**src/design/olir_pkg.sv**
```systemverilog
// Shared types and constants for the ordered list insert/remove/find unit.
package olir_pkg;

    localparam int CAPACITY = 8;
    localparam int POS_W    = 8;
    localparam int DATA_W   = 32;

    typedef enum logic [1:0] {
        REQ_INSERT = 2'd0,
        REQ_REMOVE = 2'd1,
        REQ_FIND   = 2'd2,
        REQ_NONE   = 2'd3
    } req_kind_t;

    typedef enum logic [2:0] {
        ST_OK       = 3'd0,
        ST_FULL     = 3'd1,
        ST_EMPTY    = 3'd2,
        ST_BADPOS   = 3'd3,
        ST_NOTFOUND = 3'd4
    } status_t;

    typedef struct packed {
        logic [1:0]               req_type;
        logic signed [DATA_W-1:0] value;
        logic [POS_W-1:0]         position;
    } req_t;

    typedef struct packed {
        logic [2:0]       status;
        logic [POS_W-1:0] found_position;
        logic [POS_W-1:0] entry_count;
    } rsp_t;

    // Broadcast command from the controller to every cell of the chain
    typedef struct packed {
        logic                     do_insert;
        logic                     do_remove;
        logic [POS_W-1:0]         sel_index;
        logic signed [DATA_W-1:0] value;
    } cell_cmd_t;

endpackage

```
**src/design/olir_cell.sv**
```systemverilog
// One list entry cell: holds a value, shifts to either neighbor, compares.
module olir_cell
    import olir_pkg::*;
(
    input  logic                     clk,
    input  cell_cmd_t                cmd,
    input  logic [POS_W-1:0]         cell_index,
    input  logic signed [DATA_W-1:0] left_data,
    input  logic signed [DATA_W-1:0] right_data,
    output logic signed [DATA_W-1:0] data,
    output logic                     match
);

    logic signed [DATA_W-1:0] data_reg;
    logic signed [DATA_W-1:0] data_next;

    always_comb
    begin
        data_next = data_reg;
        if (cmd.do_insert)
        begin
            if (cell_index == cmd.sel_index)
                data_next = cmd.value;
            else if (cell_index > cmd.sel_index)
                data_next = left_data;
        end
        else if (cmd.do_remove)
        begin
            if (cell_index >= cmd.sel_index)
                data_next = right_data;
        end
    end

    always_ff @(posedge clk)
    begin
        data_reg <= data_next;
    end

    assign data  = data_reg;
    assign match = (data_reg == cmd.value);

endmodule

```
**src/design/ordered_list_insert_remove_find_unit.sv**
```systemverilog
// Top level of the ordered list unit: request decode, cell chain, result register.
//
// Keeps an ordered list of up to CAPACITY signed 32-bit values in a chain of
// cells, one entry per cell. A request (insert at a 1-based position, remove
// at a position, or find the first position holding a value) is taken on any
// clock edge where start is high; busy is always low, so a new request can be
// issued every cycle. The result is registered and appears on result with done
// high in the cycle after the request edge; done is high for a single cycle per
// request and result holds until the next request: the receiver cannot stall,
// so capture it when done is high. Throughput is one request per cycle, set by
// the cell chain, where every cell shifts from its neighbor in the same edge,
// and by the first-match priority pick across the cell comparators. Insert into
// a full list reports full before checking the position; remove or find on an
// empty list reports empty first. Bad positions and the unused request code
// report invalid position and leave the list untouched.
module ordered_list_insert_remove_find_unit
    import olir_pkg::*;
(
    input  logic clk,
    input  logic rst_n,
    input  logic start,
    output logic busy,
    input  req_t request,
    output logic done,
    output rsp_t result
);

    logic [POS_W-1:0] count_reg;
    logic [POS_W-1:0] count_next;
    rsp_t             result_reg;
    rsp_t             result_next;
    logic             done_reg;

    cell_cmd_t                cmd;
    logic signed [DATA_W-1:0] cell_data [CAPACITY];
    logic [CAPACITY-1:0]      cell_match;

    logic                     accept;
    logic [POS_W:0]           pos_ext;
    logic [POS_W:0]           count_ext;
    logic                     hit;
    logic [POS_W-1:0]         hit_pos;

    // The chain updates every cell in the same edge, so a request is always welcome
    assign busy   = 1'b0;
    assign accept = start && !busy;

    assign pos_ext   = {1'b0, request.position};
    assign count_ext = {1'b0, count_reg};

    // First live cell whose value matches; scan from the top so the lowest wins
    always_comb
    begin
        hit     = 1'b0;
        hit_pos = '0;
        for (int i = CAPACITY - 1; i >= 0; i--)
        begin
            if (cell_match[i] && (POS_W'(i) < count_reg))
            begin
                hit     = 1'b1;
                hit_pos = POS_W'(i + 1);
            end
        end
    end

    // Decode the request into a cell command and the result
    always_comb
    begin
        cmd.do_insert  = 1'b0;
        cmd.do_remove  = 1'b0;
        cmd.sel_index  = request.position - POS_W'(1);
        cmd.value      = request.value;
        count_next     = count_reg;
        result_next.status         = ST_OK;
        result_next.found_position = '0;

        case (req_kind_t'(request.req_type))
            REQ_INSERT:
            begin
                if (count_reg == POS_W'(CAPACITY))
                    result_next.status = ST_FULL;
                else if (request.position == '0 || pos_ext > count_ext + 1'b1)
                    result_next.status = ST_BADPOS;
                else
                begin
                    cmd.do_insert = accept;
                    count_next    = count_reg + 1'b1;
                end
            end
            REQ_REMOVE:
            begin
                if (count_reg == '0)
                    result_next.status = ST_EMPTY;
                else if (request.position == '0 || request.position > count_reg)
                    result_next.status = ST_BADPOS;
                else
                begin
                    cmd.do_remove = accept;
                    count_next    = count_reg - 1'b1;
                end
            end
            REQ_FIND:
            begin
                if (count_reg == '0)
                    result_next.status = ST_EMPTY;
                else if (hit)
                    result_next.found_position = hit_pos;
                else
                    result_next.status = ST_NOTFOUND;
            end
            default:
            begin
                result_next.status = ST_BADPOS;
            end
        endcase

        result_next.entry_count = count_next;
    end

    // Cell chain: each cell takes from its lower neighbor on insert and from
    // its upper neighbor on remove; the ends feed themselves
    for (genvar g = 0; g < CAPACITY; g++)
    begin : g_cell
        logic signed [DATA_W-1:0] left_in;
        logic signed [DATA_W-1:0] right_in;

        if (g == 0)
        begin : g_first
            assign left_in = cell_data[g];
        end
        else
        begin : g_mid_l
            assign left_in = cell_data[g-1];
        end

        if (g == CAPACITY - 1)
        begin : g_last
            assign right_in = cell_data[g];
        end
        else
        begin : g_mid_r
            assign right_in = cell_data[g+1];
        end

        olir_cell u_cell (
            .clk        (clk),
            .cmd        (cmd),
            .cell_index (POS_W'(g)),
            .left_data  (left_in),
            .right_data (right_in),
            .data       (cell_data[g]),
            .match      (cell_match[g])
        );
    end

    // Hold the count; advance it and present the result on accepted requests
    always_ff @(posedge clk or negedge rst_n)
    begin
        if (!rst_n)
        begin
            count_reg <= '0;
            done_reg  <= 1'b0;
        end
        else
        begin
            done_reg <= accept;
            if (accept)
                count_reg <= count_next;
        end
    end

    always_ff @(posedge clk)
    begin
        if (accept)
            result_reg <= result_next;
    end

    assign done   = done_reg;
    assign result = result_reg;

    // Count never exceeds the number of cells
    a_count_range: assert property (@(posedge clk) disable iff (!rst_n)
        count_reg <= POS_W'(CAPACITY))
        else $error("list count above capacity");

    // A result appears only in the cycle after an accepted request
    a_done_follows: assert property (@(posedge clk) disable iff (!rst_n)
        done |-> $past(start))
        else $error("result strobe without request");

    // Reported count matches the held count
    a_count_report: assert property (@(posedge clk) disable iff (!rst_n)
        done |-> result.entry_count == count_reg)
        else $error("reported count differs from held count");

    // A nonzero position comes only with a successful find
    a_found_ok: assert property (@(posedge clk) disable iff (!rst_n)
        (done && result.found_position != '0) |-> result.status == ST_OK)
        else $error("found position with failing status");

    // Full is reported only when every cell is in use
    a_full_count: assert property (@(posedge clk) disable iff (!rst_n)
        (done && result.status == ST_FULL) |-> count_reg == POS_W'(CAPACITY))
        else $error("full status with free cells");

endmodule
```
**config.mk**
```make
export PLATFORM = sky130hd
export DESIGN_NAME = ordered_list_insert_remove_find_unit
export DESIGN_NICKNAME = d
export VERILOG_FILES = /design/src/design/olir_pkg.sv /design/src/design/olir_cell.sv /design/src/design/ordered_list_insert_remove_find_unit.sv
export SDC_FILE = /design/constraint.sdc
export NUM_CORES = 1
export LEC_CHECK = 0
export BUFFER_PORTS_ARGS = -buffer_cell sky130_fd_sc_hd__buf_2
export CAP_MARGIN = 5
export CORE_ASPECT_RATIO = 1.75
export CORE_UTILIZATION = 57
export CTS_BUF_LIST = sky130_fd_sc_hd__clkbuf_4 sky130_fd_sc_hd__clkbuf_8 sky130_fd_sc_hd__clkbuf_16
export DETAILED_ROUTE_END_ITERATION = 6
export PLACE_DENSITY = 0.74
export SLEW_MARGIN = 20
export SYNTH_ARGS = -nofsm -noshare
export SYNTH_HDL_FRONTEND = slang
export SYNTH_SLANG_ARGS = --single-unit
```
**constraint.sdc**
```tcl
create_clock -name clk -period 6.15 [get_ports clk]
set_input_delay 0.9225 -clock clk [delete_from_list [all_inputs] [get_ports clk]]
set_output_delay 0.9225 -clock clk [all_outputs]
set_load 0.03 [all_outputs]
```
# [After elaboration in Yosys (flattened, before gate mapping)]
# Index checks and enable logic that the tools add are counted.
[totals] regBits=280 input_bits=45 out_inout_bits=21 wordCells=176
[op_classes] n_addsub=4 order_cmp=24 eq_ne=25 mux=70 n_bitwise=2 n_reduce_logical=35
[ops] operator="$mux 32" count=36
[ops] operator="$eq 32x32->1" count=8
[ops] operator="$eq 3x8->1 const A" count=4
[ops] operator="$gt 3x8->1 const A" count=4
[ops] operator="$lt 3x8->1 const A" count=4
[ops] operator="$mux 8" count=4
[ops] operator="$ge 3x8->1 const A" count=3
[ops] operator="$logic_not 8->1" count=3
[ops] operator="$reduce_and 3->1" count=7
[ops] operator="$mux 3" count=6
[ops] operator="$ne 3x1->1 const B" count=6
[ops] operator="$reduce_bool 2->1" count=9
[ops] operator="$eq 2x8->1 const A" count=2
[ops] operator="$ge 1x8->1 const A" count=2
[ops] operator="$ge 2x8->1 const A" count=2
[ops] operator="$gt 2x8->1 const A" count=2
[ops] operator="$lt 1x8->1 const A" count=2
[ops] operator="$lt 2x8->1 const A" count=2
[ops] operator="$pmux 8 s2" count=1
[ops] operator="$sub 8x1->8 const B" count=2
[ops] operator="$mux 1" count=15
[ops] operator="$mux 2" count=6
[ops] operator="$reduce_or 10->1" count=1
[ops] operator="$add 8x1->9 const B" count=1
[ops] operator="other kinds (19)" count=28

# [Logic depth before layout (Yosys ltp)]
# Gate-level depths: netlist (run 1).
[logic_depth] depth_word=13 ltp_mapped=16 depth_no_buf=12

# [Modules after synthesis]
# A second synthesis (run 1) with hierarchy kept.
[hier_totals] hier_cells=1952 area_unflattened_um2=20040.5
[by_module_without_submodules] mod="olir_cell" n_inst=8 cells_per_inst=211 area_each_um2=2223.4 seq_area_each_um2=960.9
[by_module_without_submodules] mod="ordered_list_insert_remove_find_unit" n_inst=1 cells_per_inst=264 area_each_um2=2253.4 seq_area_each_um2=675.6

# [Least setup slack after synthesis (run 1)]
# No wires, ideal clock.
[synth_timing] path_type="register to register" startpoint="register count_reg[0]" endpoint="register g_cell[5].u_cell.data_reg[0] (enable)" setup_ps=461 t_arrival_ps=4728 required_time_ps=5689 setup_slack_ps=961 path_stages_with_launch=13 path_buffers=0 period_less_slack_ps=5189 cell_sequence="dfrtp_1 ha_1 nand3_2 nor3_4 xnor2_1 ha_1 a21o_1 a21oi_1 o2111ai_1 a31oi_2 and2_1 a32oi_2 nor3_1"
[synth_between] elab_chain_len=8 elab_cells_between_ends=17 classes_between="1 x add/sub; 2 x order compare; 2 x eq/ne; 6 x mux; 6 x reduce/logical"
[synth_lines] item="start, declared" line="ordered_list_insert_remove_find_unit.sv:28" text="logic [POS_W-1:0] count_reg;"
[synth_lines] item="start signal, assigned" line="ordered_list_insert_remove_find_unit.sv:168" text="count_reg <= count_next;"
[synth_lines] item="$add 8x1->9" line="ordered_list_insert_remove_find_unit.sv:82" text="else if (request.position == '0 || pos_ext > count_ext + 1'b1)"
[synth_lines] item="$gt 8x9->1" line="ordered_list_insert_remove_find_unit.sv:82"
[synth_lines] item="$logic_or 1x1->1" line="ordered_list_insert_remove_find_unit.sv:82"
[synth_lines] item="$mux 1" line="ordered_list_insert_remove_find_unit.sv:82"
[synth_lines] item="$mux 1" line="ordered_list_insert_remove_find_unit.sv:80" text="if (count_reg == POS_W'(CAPACITY))"
[synth_lines] item="$mux 1" line="ordered_list_insert_remove_find_unit.sv:77" text="case (req_kind_t'(request.req_type))"
[synth_lines] item="$ne 3x1->1 (no line) or $reduce_bool 2->1 (tied branches)"
[synth_lines] item="$reduce_and 3->1 (no line) *"
[synth_lines] item="end signal, assigned" line="olir_cell.sv:36" text="data_reg <= data_next;"
[synth_lines] item="end, declared" line="olir_cell.sv:14" text="logic signed [DATA_W-1:0] data_reg;"
# Mark *: on every way between the ends. The rest lies on a longest branch, timed or not.
# A chain may end at the register's enable or synchronous reset.

# [Worst setup path in the final report (run 1)]
[layout_timing] startpoint="register count_reg[2]" endpoint="register g_cell[0].u_cell.data_reg[9] (data pin)"
[layout_between] elab_chain_len=7 elab_cells_between_ends=8 classes_between="1 x add/sub; 1 x order compare; 1 x eq/ne; 4 x mux; 1 x reduce/logical"
[layout_lines] item="$add 8x1->9" line="ordered_list_insert_remove_find_unit.sv:82"
[layout_lines] item="$gt 8x9->1" line="ordered_list_insert_remove_find_unit.sv:82"
[layout_lines] item="$logic_or 1x1->1" line="ordered_list_insert_remove_find_unit.sv:82"
[layout_lines] item="$mux 1" line="ordered_list_insert_remove_find_unit.sv:82"
[layout_lines] item="$mux 1 *" line="ordered_list_insert_remove_find_unit.sv:80"
[layout_lines] item="$mux 1 *" line="ordered_list_insert_remove_find_unit.sv:77"
[layout_lines] item="$mux 32 *" line="olir_cell.sv:20" text="if (cmd.do_insert)"
[layout_lines] item="via g_cell[0].u_cell.data_next[9]" line="olir_cell.sv:15" text="logic signed [DATA_W-1:0] data_next;"
[layout_lines] item="end signal, assigned" line="olir_cell.sv:36"
[layout_lines] item="end, declared" line="olir_cell.sv:14"
# Mark *: on every way through the listed nets, which the timed path passes. The rest lies on a longest branch.

==> results of run 1 <==
-- power by group --
part | switching (uW) | total [uW] | internal (uW)
Combinational | 686 | 1000 | 318
Sequential | 66.0 | 2220 | 2160
Clock | 780 | 1730 | 949
Total | 1530 | 4960 | 3420
-- critical path: cells and delay by family (launching register included) --
kind / cells / cell delay, ps
fa+ha+maj: 1 / 280
simple gates: 5 / 1000
mux: 1 / 410
xor+xnor: 1 / 200
compound gates: 2 / 290
flops: 1 / 690
buf+inv: 3 / 1520
-- layout make-up --
type / instances / area, um2
Clock inverter: 19 / 184
Fill cell: 2620 / 11900
Inverter: 19 / 71.3
Timing Repair Buffer: 86 / 508
Antenna cell: 10 / 25.0
Tap cell: 396 / 495
Multi-Input combinational cell: 1268 / 9150
Clock buffer: 30 / 698
Sequential cell: 280 / 8360
-- layout by cell type, fill, tap and decap left out, types with 5 or more instances in the layout --
cell type,n
sky130_fd_sc_hd__a211oi_1,6
sky130_fd_sc_hd__a21oi_1,14
sky130_fd_sc_hd__and2_1,5
sky130_fd_sc_hd__and3_1,10
sky130_fd_sc_hd__buf_2,60
sky130_fd_sc_hd__buf_4,25
sky130_fd_sc_hd__clkbuf_16,27
sky130_fd_sc_hd__clkinv_2,9
sky130_fd_sc_hd__conb_1,5
sky130_fd_sc_hd__dfrtp_1,9
sky130_fd_sc_hd__diode_2,10
sky130_fd_sc_hd__edfxtp_1,271
sky130_fd_sc_hd__ha_1,23
sky130_fd_sc_hd__inv_1,17
sky130_fd_sc_hd__mux2_1,7
sky130_fd_sc_hd__mux2_2,42
sky130_fd_sc_hd__mux2_4,15
sky130_fd_sc_hd__mux2i_1,193
sky130_fd_sc_hd__nand2_1,223
sky130_fd_sc_hd__nand3_1,8
sky130_fd_sc_hd__nand3_2,5
sky130_fd_sc_hd__nand4_1,54
sky130_fd_sc_hd__nor2_1,28
sky130_fd_sc_hd__nor2b_1,9
sky130_fd_sc_hd__nor3_1,8
sky130_fd_sc_hd__nor4_1,57
sky130_fd_sc_hd__o211ai_1,7
sky130_fd_sc_hd__o21ai_0,166
sky130_fd_sc_hd__o21ai_1,36
sky130_fd_sc_hd__or4_1,7
sky130_fd_sc_hd__xnor2_1,89
sky130_fd_sc_hd__xor2_1,177
-- metal layers --
layer / vias up / wire (um) / track usage [%] / share of wire [%]
met5: - / 0 / 0 / 0
met4: 0 / 6090 / 32.7 / 10
met3: 196 / 3300 / 5.93 / 5.6
met2: 541 / 28900 / 60.7 / 49
met1: 6630 / 20400 / 39.3 / 35
li1: 6148 / - / - / -
-- cells by family (layout without fill, tap and decap cells) --
group                      after synthesis  in the layout  share of synthesized area (%)
AOI/OAI and AO/OA                      271            271                           8.51
xor gates and xnor gates               266            266                           12.8
adders and majority gates               23             23                           1.58
buffers and inverters                  164            154                           4.06
DFF                                    280            280                           46.0
muxes                                  257            257                           14.9
other                                    1             15                         0.0206
and+or+nand+nor                        446            446                           12.0
-- through the flow --
step | total power, uW | cell area (um2) | cells | hold WS [ps] | util (%)
after global placement | 3230 | 18600 | 2049 | 554 | 59.2
after floorplan | 2950 | 18200 | 1712 | 543 | -
after detailed placement | 3240 | 18600 | 2049 | 573 | 59.2
after CTS | 4940 | 19500 | 2098 | 212 | 62.0
final | 4960 | 19500 | 2108 | 216 | 62.1
after global routing | 5120 | 19500 | 2106 | 236 | 62.0
-- worst paths after layout --
check	start	end	slack [ps]	depth (start not counted)
hold reg to reg	g_cell[7].u_cell.data[8]$_DFFE_PP_	g_cell[6].u_cell.data[8]$_DFFE_PP_	580	2
max in group asynchronous	rst_n	count_reg[2]$_DFFE_PN0P_	5710	1
min in group clk	g_cell[7].u_cell.data[8]$_DFFE_PP_	g_cell[6].u_cell.data[8]$_DFFE_PP_	580	2
setup reg to reg	count_reg[2]$_DFFE_PN0P_	g_cell[0].u_cell.data[9]$_DFFE_PP_	1400	13
hold / removal	rst_n	count_reg[3]$_DFFE_PN0P_	220	1
setup / recovery	count_reg[2]$_DFFE_PN0P_	g_cell[0].u_cell.data[9]$_DFFE_PP_	1400	13
==> summary by stage, run 1 <==
Layout
The number of flip-flops under the largest register name is 256. In the final design database the tool counted 1750 nets. The area growth from synthesis to layout is 7.35%. The share of final-layout standard cells stronger than drive strength 1 is 12.7%.

Timing
Setup repair after global routing left no endpoint under its margin. The worst slew margin relative to its limit is 19.3%. The measured slew at the worst slew-check pin is 1200 ps.

The maximum operating frequency is 0.211 GHz. The time the final worst path needs with I/O delays and setup is 4750 ps. Setup slack on the critical path of the routed design comes to 1400 ps. The count of endpoints failing hold in the final timing report was 0.

The max-slew violation count was 0. The share of the clock period used by the worst path after layout is 77.2%. Summed over all failing endpoints, the final setup total negative slack is 0 ps. The final setup skew is 22.6 ps. Setup violations remaining at the end of the flow were counted as 0.

Floorplan
Row generation in the floorplan step produced 86 rows. The floorplan step set the die width to 137 um. For this configuration, the core starts out at a cell density of 57.8%. The core region is 31400 um2.

The I/O pin count is 66. The die outline area is 32600 um2. The die height is 238 um.

Clock tree
The clock drives 280 sinks. In this run the number of H-tree levels came out at 1. The maximum buffer depth of the clock tree is 3.

The number of setup buffers added after CTS is 0. In this run, CTS created clock tree buffers numbering 27. The quantity of gates resized following cts is 0. The cell sitting at the root of the clock tree is a sky130_fd_sc_hd__clkbuf_16. The CTS tree is yes. In this run, post-CTS hold repair placed 0 buffers.

The clock latency on the worst-skew pair is 570 ps. Clock-pin slew was measured on the worst setup and hold paths at 70 ps.

Detailed routing
For this run, the detailed router's first-pass iteration total came to 5. The wire length reported by the detailed router is 58600 um. The remaining number of nets flagged by the antenna check after routing is 0.

The wire length per cell is 27.8 um. The starting DRC count in detailed routing is 1285. The post-detailed-route DRC marker count is 0.

For this block, the via count after detailed routing is 13500. The detail-routed via count per cell is 6.41.

Synthesis
The sequential share of the synthesized area is 46.0%. Among all cell types in the netlist, the one instantiated most often is sky130_fd_sc_hd__edfxtp_1. In this run, synthesis produced a sequential element count of 280. The number of different library cells used by synthesis comes to 69. The count of synthesis-stage warnings from yosys is 0. Counting flops with an async set or reset pin after synthesis yields a share of 3.21%. The combined area of all synthesized cells is 18200 um2. The number of enable flip-flop cells after synthesis is 271. The commonest cells after synthesis are sky130_fd_sc_hd__edfxtp_1, sky130_fd_sc_hd__nand2_1, sky130_fd_sc_hd__mux2i_1, sky130_fd_sc_hd__xor2_1, sky130_fd_sc_hd__o21ai_0.

The average size of a mapped cell is 10.6 um2. The instance count of the mapped netlist is 1708. Among all flip-flop cells after synthesis, the most frequent one is sky130_fd_sc_hd__edfxtp_1. The top cell type by area accounts for 44.8% of the synthesized area. By area the synthesized netlist is led by sky130_fd_sc_hd__edfxtp_1, sky130_fd_sc_hd__mux2i_1, sky130_fd_sc_hd__xor2_1.

The largest total area in the synthesized netlist belongs to sky130_fd_sc_hd__edfxtp_1.

Run status
The flow ran to the end, and the final reports show no timing, DRC or antenna violations.

Worst setup path
At the worst endpoint, the arrival time is 5060 ps. The worst setup path is of the register to register kind. The largest fanout on the critical path is 214. Traced cell by cell, the critical path runs through nand3_1 -> nor4_1 -> xnor2_1 -> ha_1 -> nand3_1 -> nor2_1 -> a32oi_1 -> a31oi_2 -> buf_4 -> nand3_4 -> buf_12 -> buf_4 -> mux2_2. The worst setup path is launched from a register. The capturing element type of the critical path is a register. The stage delay of the slowest cell on the critical path is 760 ps.

STA puts the critical path data required time at 6460 ps. The master of the slowest instance on the critical path is sky130_fd_sc_hd__buf_4.

GRT
The first global-routing pass estimated 85400 um of wire. The largest net degree at the start of global routing is 215. The number of antenna violations at the first check in global routing is 10.

Across every metal layer, demand over resource in global routing totals 36.5%. The total overflow reported by the global router is 0. The via count of the first global-routing pass is 13200.

Place
After legalization and detailed placement, the total HPWL measured 43200 um. At the end of routability-driven placement, the weighted congestion stood at 1.08. The number of I/O port buffers is 60. Timing analysis after detailed placement gives a worst setup slack of 1440 ps.

Power
The static leakage power is 0.00831 uW. IR analysis of the VDD net gives a maximum drop of 0.294 mV. Dividing total power by cell area gives a power density of 254 nW/um2.

Hold path
In this run the worst hold path is classified as input pin to async pin.

Flow run
The number of max-cap violations is 0.
Note: power is estimated with default switching activity, not from simulation.
==> run 2: changes to the inputs <==
--- a/config.mk
+++ b/config.mk
@@ -11,7 +11,7 @@
 export CORE_UTILIZATION = 57
 export CTS_BUF_LIST = sky130_fd_sc_hd__clkbuf_4 sky130_fd_sc_hd__clkbuf_8 sky130_fd_sc_hd__clkbuf_16
 export DETAILED_ROUTE_END_ITERATION = 6
-export PLACE_DENSITY = 0.74
+export PLACE_DENSITY = 0.77
 export SLEW_MARGIN = 20
 export SYNTH_ARGS = -nofsm -noshare
 export SYNTH_HDL_FRONTEND = slang
==> constraint.sdc (replaced) <==
create_clock -name clk -period 3.85 [get_ports clk]
set_input_delay 0.5775 -clock clk [delete_from_list [all_inputs] [get_ports clk]]
set_output_delay 0.5775 -clock clk [all_outputs]
set_load 0.03 [all_outputs]
==> run 2 against run 1 <==
Compared with the run above:
- hold slack improved by 190 ps
- clock power rose by 60%
- register-to-register slack got worse by 1200 ps
- non-clock buffer count rose by 28
- maximum frequency rose by 30%
- final cell count rose by 1.0%
- setup slack got worse by 1200 ps
- count of clock-buffer cells in the layout rose by 7
- largest cell class unchanged
- highest routed layer unchanged
==> summary by stage, run 2 (synthesized netlist as in run 1, its figures left out) <==
Timing
Across all setup checks in the final design, the least slack found is 187 ps. The max-slew violation count is 0. Setup violations remaining at the end of the flow were counted as 0. In the final timing run, aggregate negative setup slack is 0 ps. The count of endpoints failing hold in the final timing report is 0. The worst slew margin relative to its limit is 30.3%. The maximum operating frequency is 0.273 GHz.

The share of the clock period used by the worst path after layout is 95.2%. The measured slew at the worst slew-check pin is 1040 ps. Clock skew on the completed layout was measured at 25.2 ps. The time the final worst path needs with I/O delays and setup is 3660 ps.

Worst setup path
The stage delay of the slowest cell on the critical path is 460 ps. STA classifies the critical path startpoint as a register. The worst reg2reg path startpoint is count_reg[1]$_DFFE_PN0P_. The number of cells on the worst reg-to-reg path is 15. The data required time at the worst endpoint is 4300 ps.

The capture point of the worst reg-to-reg path is result[1]$_DFFE_PP_. The capturing instance or port of the critical path is result[1]$_DFFE_PP_. The worst setup path is of the register to register kind. The master of the slowest instance on the critical path is sky130_fd_sc_hd__dfrtp_1. The reg2reg setup slack is 190 ps. The largest fanout on the critical path is 10. The most repeated library cell on the critical path is sky130_fd_sc_hd__buf_4. Traced cell by cell, the critical path runs through ha_1 -> nand3_2 -> nor3_4 -> xnor2_1 -> ha_1 -> a21o_1 -> a21oi_1 -> o2111ai_1 -> a31oi_2 -> buf_4 -> buf_4 -> nand3b_1 -> a22o_1 -> a221oi_4 -> buf_4. The worst path arrival time is 4110 ps. The source of the critical timing path is count_reg[1]$_DFFE_PN0P_. The capturing element type of the critical path is a register.

GRT
The overall global routing resource usage is 40.0%. The largest net degree at the start of global routing is 112. The first-pass GRT wire length is 91700 um. The number of antenna violations at the first check in global routing is 2. After global routing the overflow that remains totals 0. The via count of the first global-routing pass is 13500.

Power
The share of total power dissipated in sequential elements is 43.1%. The total design power is 8170 uW. The areal power density over the cells is 409 nW/um2. Cell internal power was estimated by the tool at 5600 uW.

The share of total power dissipated in the clock network is 33.8%. The combinational share of power is 23.1%. In this run the static leakage power is 0.00858 uW. The switching power of the nets is 2570 uW. Across the VDD grid, the largest voltage drop is 0.370 mV.

In this run switching power makes up 31.4% of total power.

Layout
The top cell types in the final layout, fill and taps aside, are sky130_fd_sc_hd__edfxtp_1, sky130_fd_sc_hd__nand2_1, sky130_fd_sc_hd__mux2i_1. Cells fill 63.6% of the core in the end. The net count of the finished layout is 1779. The share of final-layout standard cells stronger than drive strength 1 is 14.0%. The area growth from synthesis to layout is 10.0%. The library cell used most frequently in the layout, excluding fill and tap cells, is sky130_fd_sc_hd__edfxtp_1. The number of flip-flops under the largest register name is 256.

Run status
The run finished with clean final reports.

Clock tree
The CTS tree is yes. Counting every sink on the clock net gives 280. At the later pin of the worst-skew pair, clock insertion delay measures 580 ps. CTS built an H-tree with a depth of 1. After clock tree synthesis, the clock-pin slew on the worst setup and hold paths is 70 ps.

In this run, CTS created clock tree buffers numbering 28. The cell sitting at the root of the clock tree is a sky130_fd_sc_hd__clkbuf_16. The maximum buffer depth of the clock tree is 3. The buffers inserted during post-CTS setup optimization is 0.

Floorplan
In this run the vertical extent of the chip is 238 um. During I/O placement, the number of pins put on the boundary was 66. From left edge to right edge, the die measures 137 um.

The standard cell core area is 31400 um2. The initial utilization of the core area, before any placement, comes to 57.8%. The die covers 32600 um2.

The floorplan has 86 rows.

Detailed routing
The starting DRC count in detailed routing is 1478. The post-detailed-route DRC marker count is 0. The remaining number of nets flagged by the antenna check after routing is 0. After detailed routing, the number of vias per cell comes to 6.60. The wire length per cell is 30.0 um.

The pre-antenna-repair detailed-routing pass consisted of 6 iterations. The wire length reported by the detailed router is 63900 um. Summing over every cut layer, the via total after detailed routing is 14100.

Flow run
The number of max-cap violations is 0.

Hold path
The class of the worst hold path is input pin to async pin.

Place
The setup slack after placement is 88.9 ps. The HPWL after detailed placement is 44500 um. Buffers placed on the I/O ports in this run total 60. The weighted congestion reported at the end of routability-driven placement is 1.07.
[run 2: changes by cell type in the layout (fill, tap and decap cells not counted), moves of 3 or more]
cell	before	now
sky130_fd_sc_hd__clkbuf_4	3	9
sky130_fd_sc_hd__nor3_2	4	0
sky130_fd_sc_hd__buf_4	25	33
sky130_fd_sc_hd__nor3_4	1	5
sky130_fd_sc_hd__clkinv_2	9	4
sky130_fd_sc_hd__diode_2	10	3
sky130_fd_sc_hd__buf_12	1	20
sky130_fd_sc_hd__clkinv_1	2	5
[run 2: power groups by stage]
stage / clock network (uW) / logic (uW) / registers, uW
final: 2760 / 1890 / 3520
after global routing: 2860 / 2000 / 3530
after floorplan: 0 / 1080 / 3640
after CTS: 2780 / 1770 / 3520
after detailed placement: 0 / 1760 / 3580
after global placement: 0 / 1740 / 3580
[run 2: critical path, delay by kind of cell, from the launching register on]
kind / cells / cell delay [ps]
adders and majority gates: 2 / 560
buffers and inverters: 3 / 550
and+or+nand+nor: 3 / 450
xor gates and xnor gates: 1 / 140
DFF: 1 / 460
AOI/OAI and AO/OA: 6 / 1390
[run 2: area by class of cell]
class                      instances  area (um2)
fill                            2503       11400
multi-input combinational       1268        9200
sequential                       280        8360
timing repair buffer             114         958
clock buffer                      37         768
tap                              396         495
clock inverter                    13         124
inverter                          19        71.3
antenna                            3        7.51
[run 2: worst min path at each step]
stage	end	cells past startpoint
2_1_floorplan	count_reg[0]$_DFFE_PN0P_	0
3_3_place_gp	count_reg[7]$_DFFE_PN0P_	1
3_5_place_dp	count_reg[7]$_DFFE_PN0P_	1
4_1_cts	count_reg[3]$_DFFE_PN0P_	2
5_1_grt	count_reg[3]$_DFFE_PN0P_	2
6_report	count_reg[3]$_DFFE_PN0P_	2
[run 2: per-layer routing]
layer / global-route usage (%) / vias up / share of wire [%]
met5: 0 / - / 0
met4: 33.0 / 0 / 9.9
met3: 9.24 / 253 / 8.7
met2: 65.3 / 730 / 48
met1: 43.5 / 6874 / 33
li1: - / 6206 / -
[run 2: timing repair]
action / 4_1_cts / 5_1_grt
endpoints found under the setup margin: 0 / 14
hold buffers: 1 / 0
hold endpoints to repair: 9 / 0
gates resized for setup: 0 / 3
[run 2: per-stage QoR]
stage                     instances  area (um2)  hold slack, ps
final                          2130       20000             402
after global routing           2128       20000             441
after CTS                      2127       20000             398
after detailed placement       2076       19100             465
after global placement         2076       19100             468
after floorplan                1712       18200             282
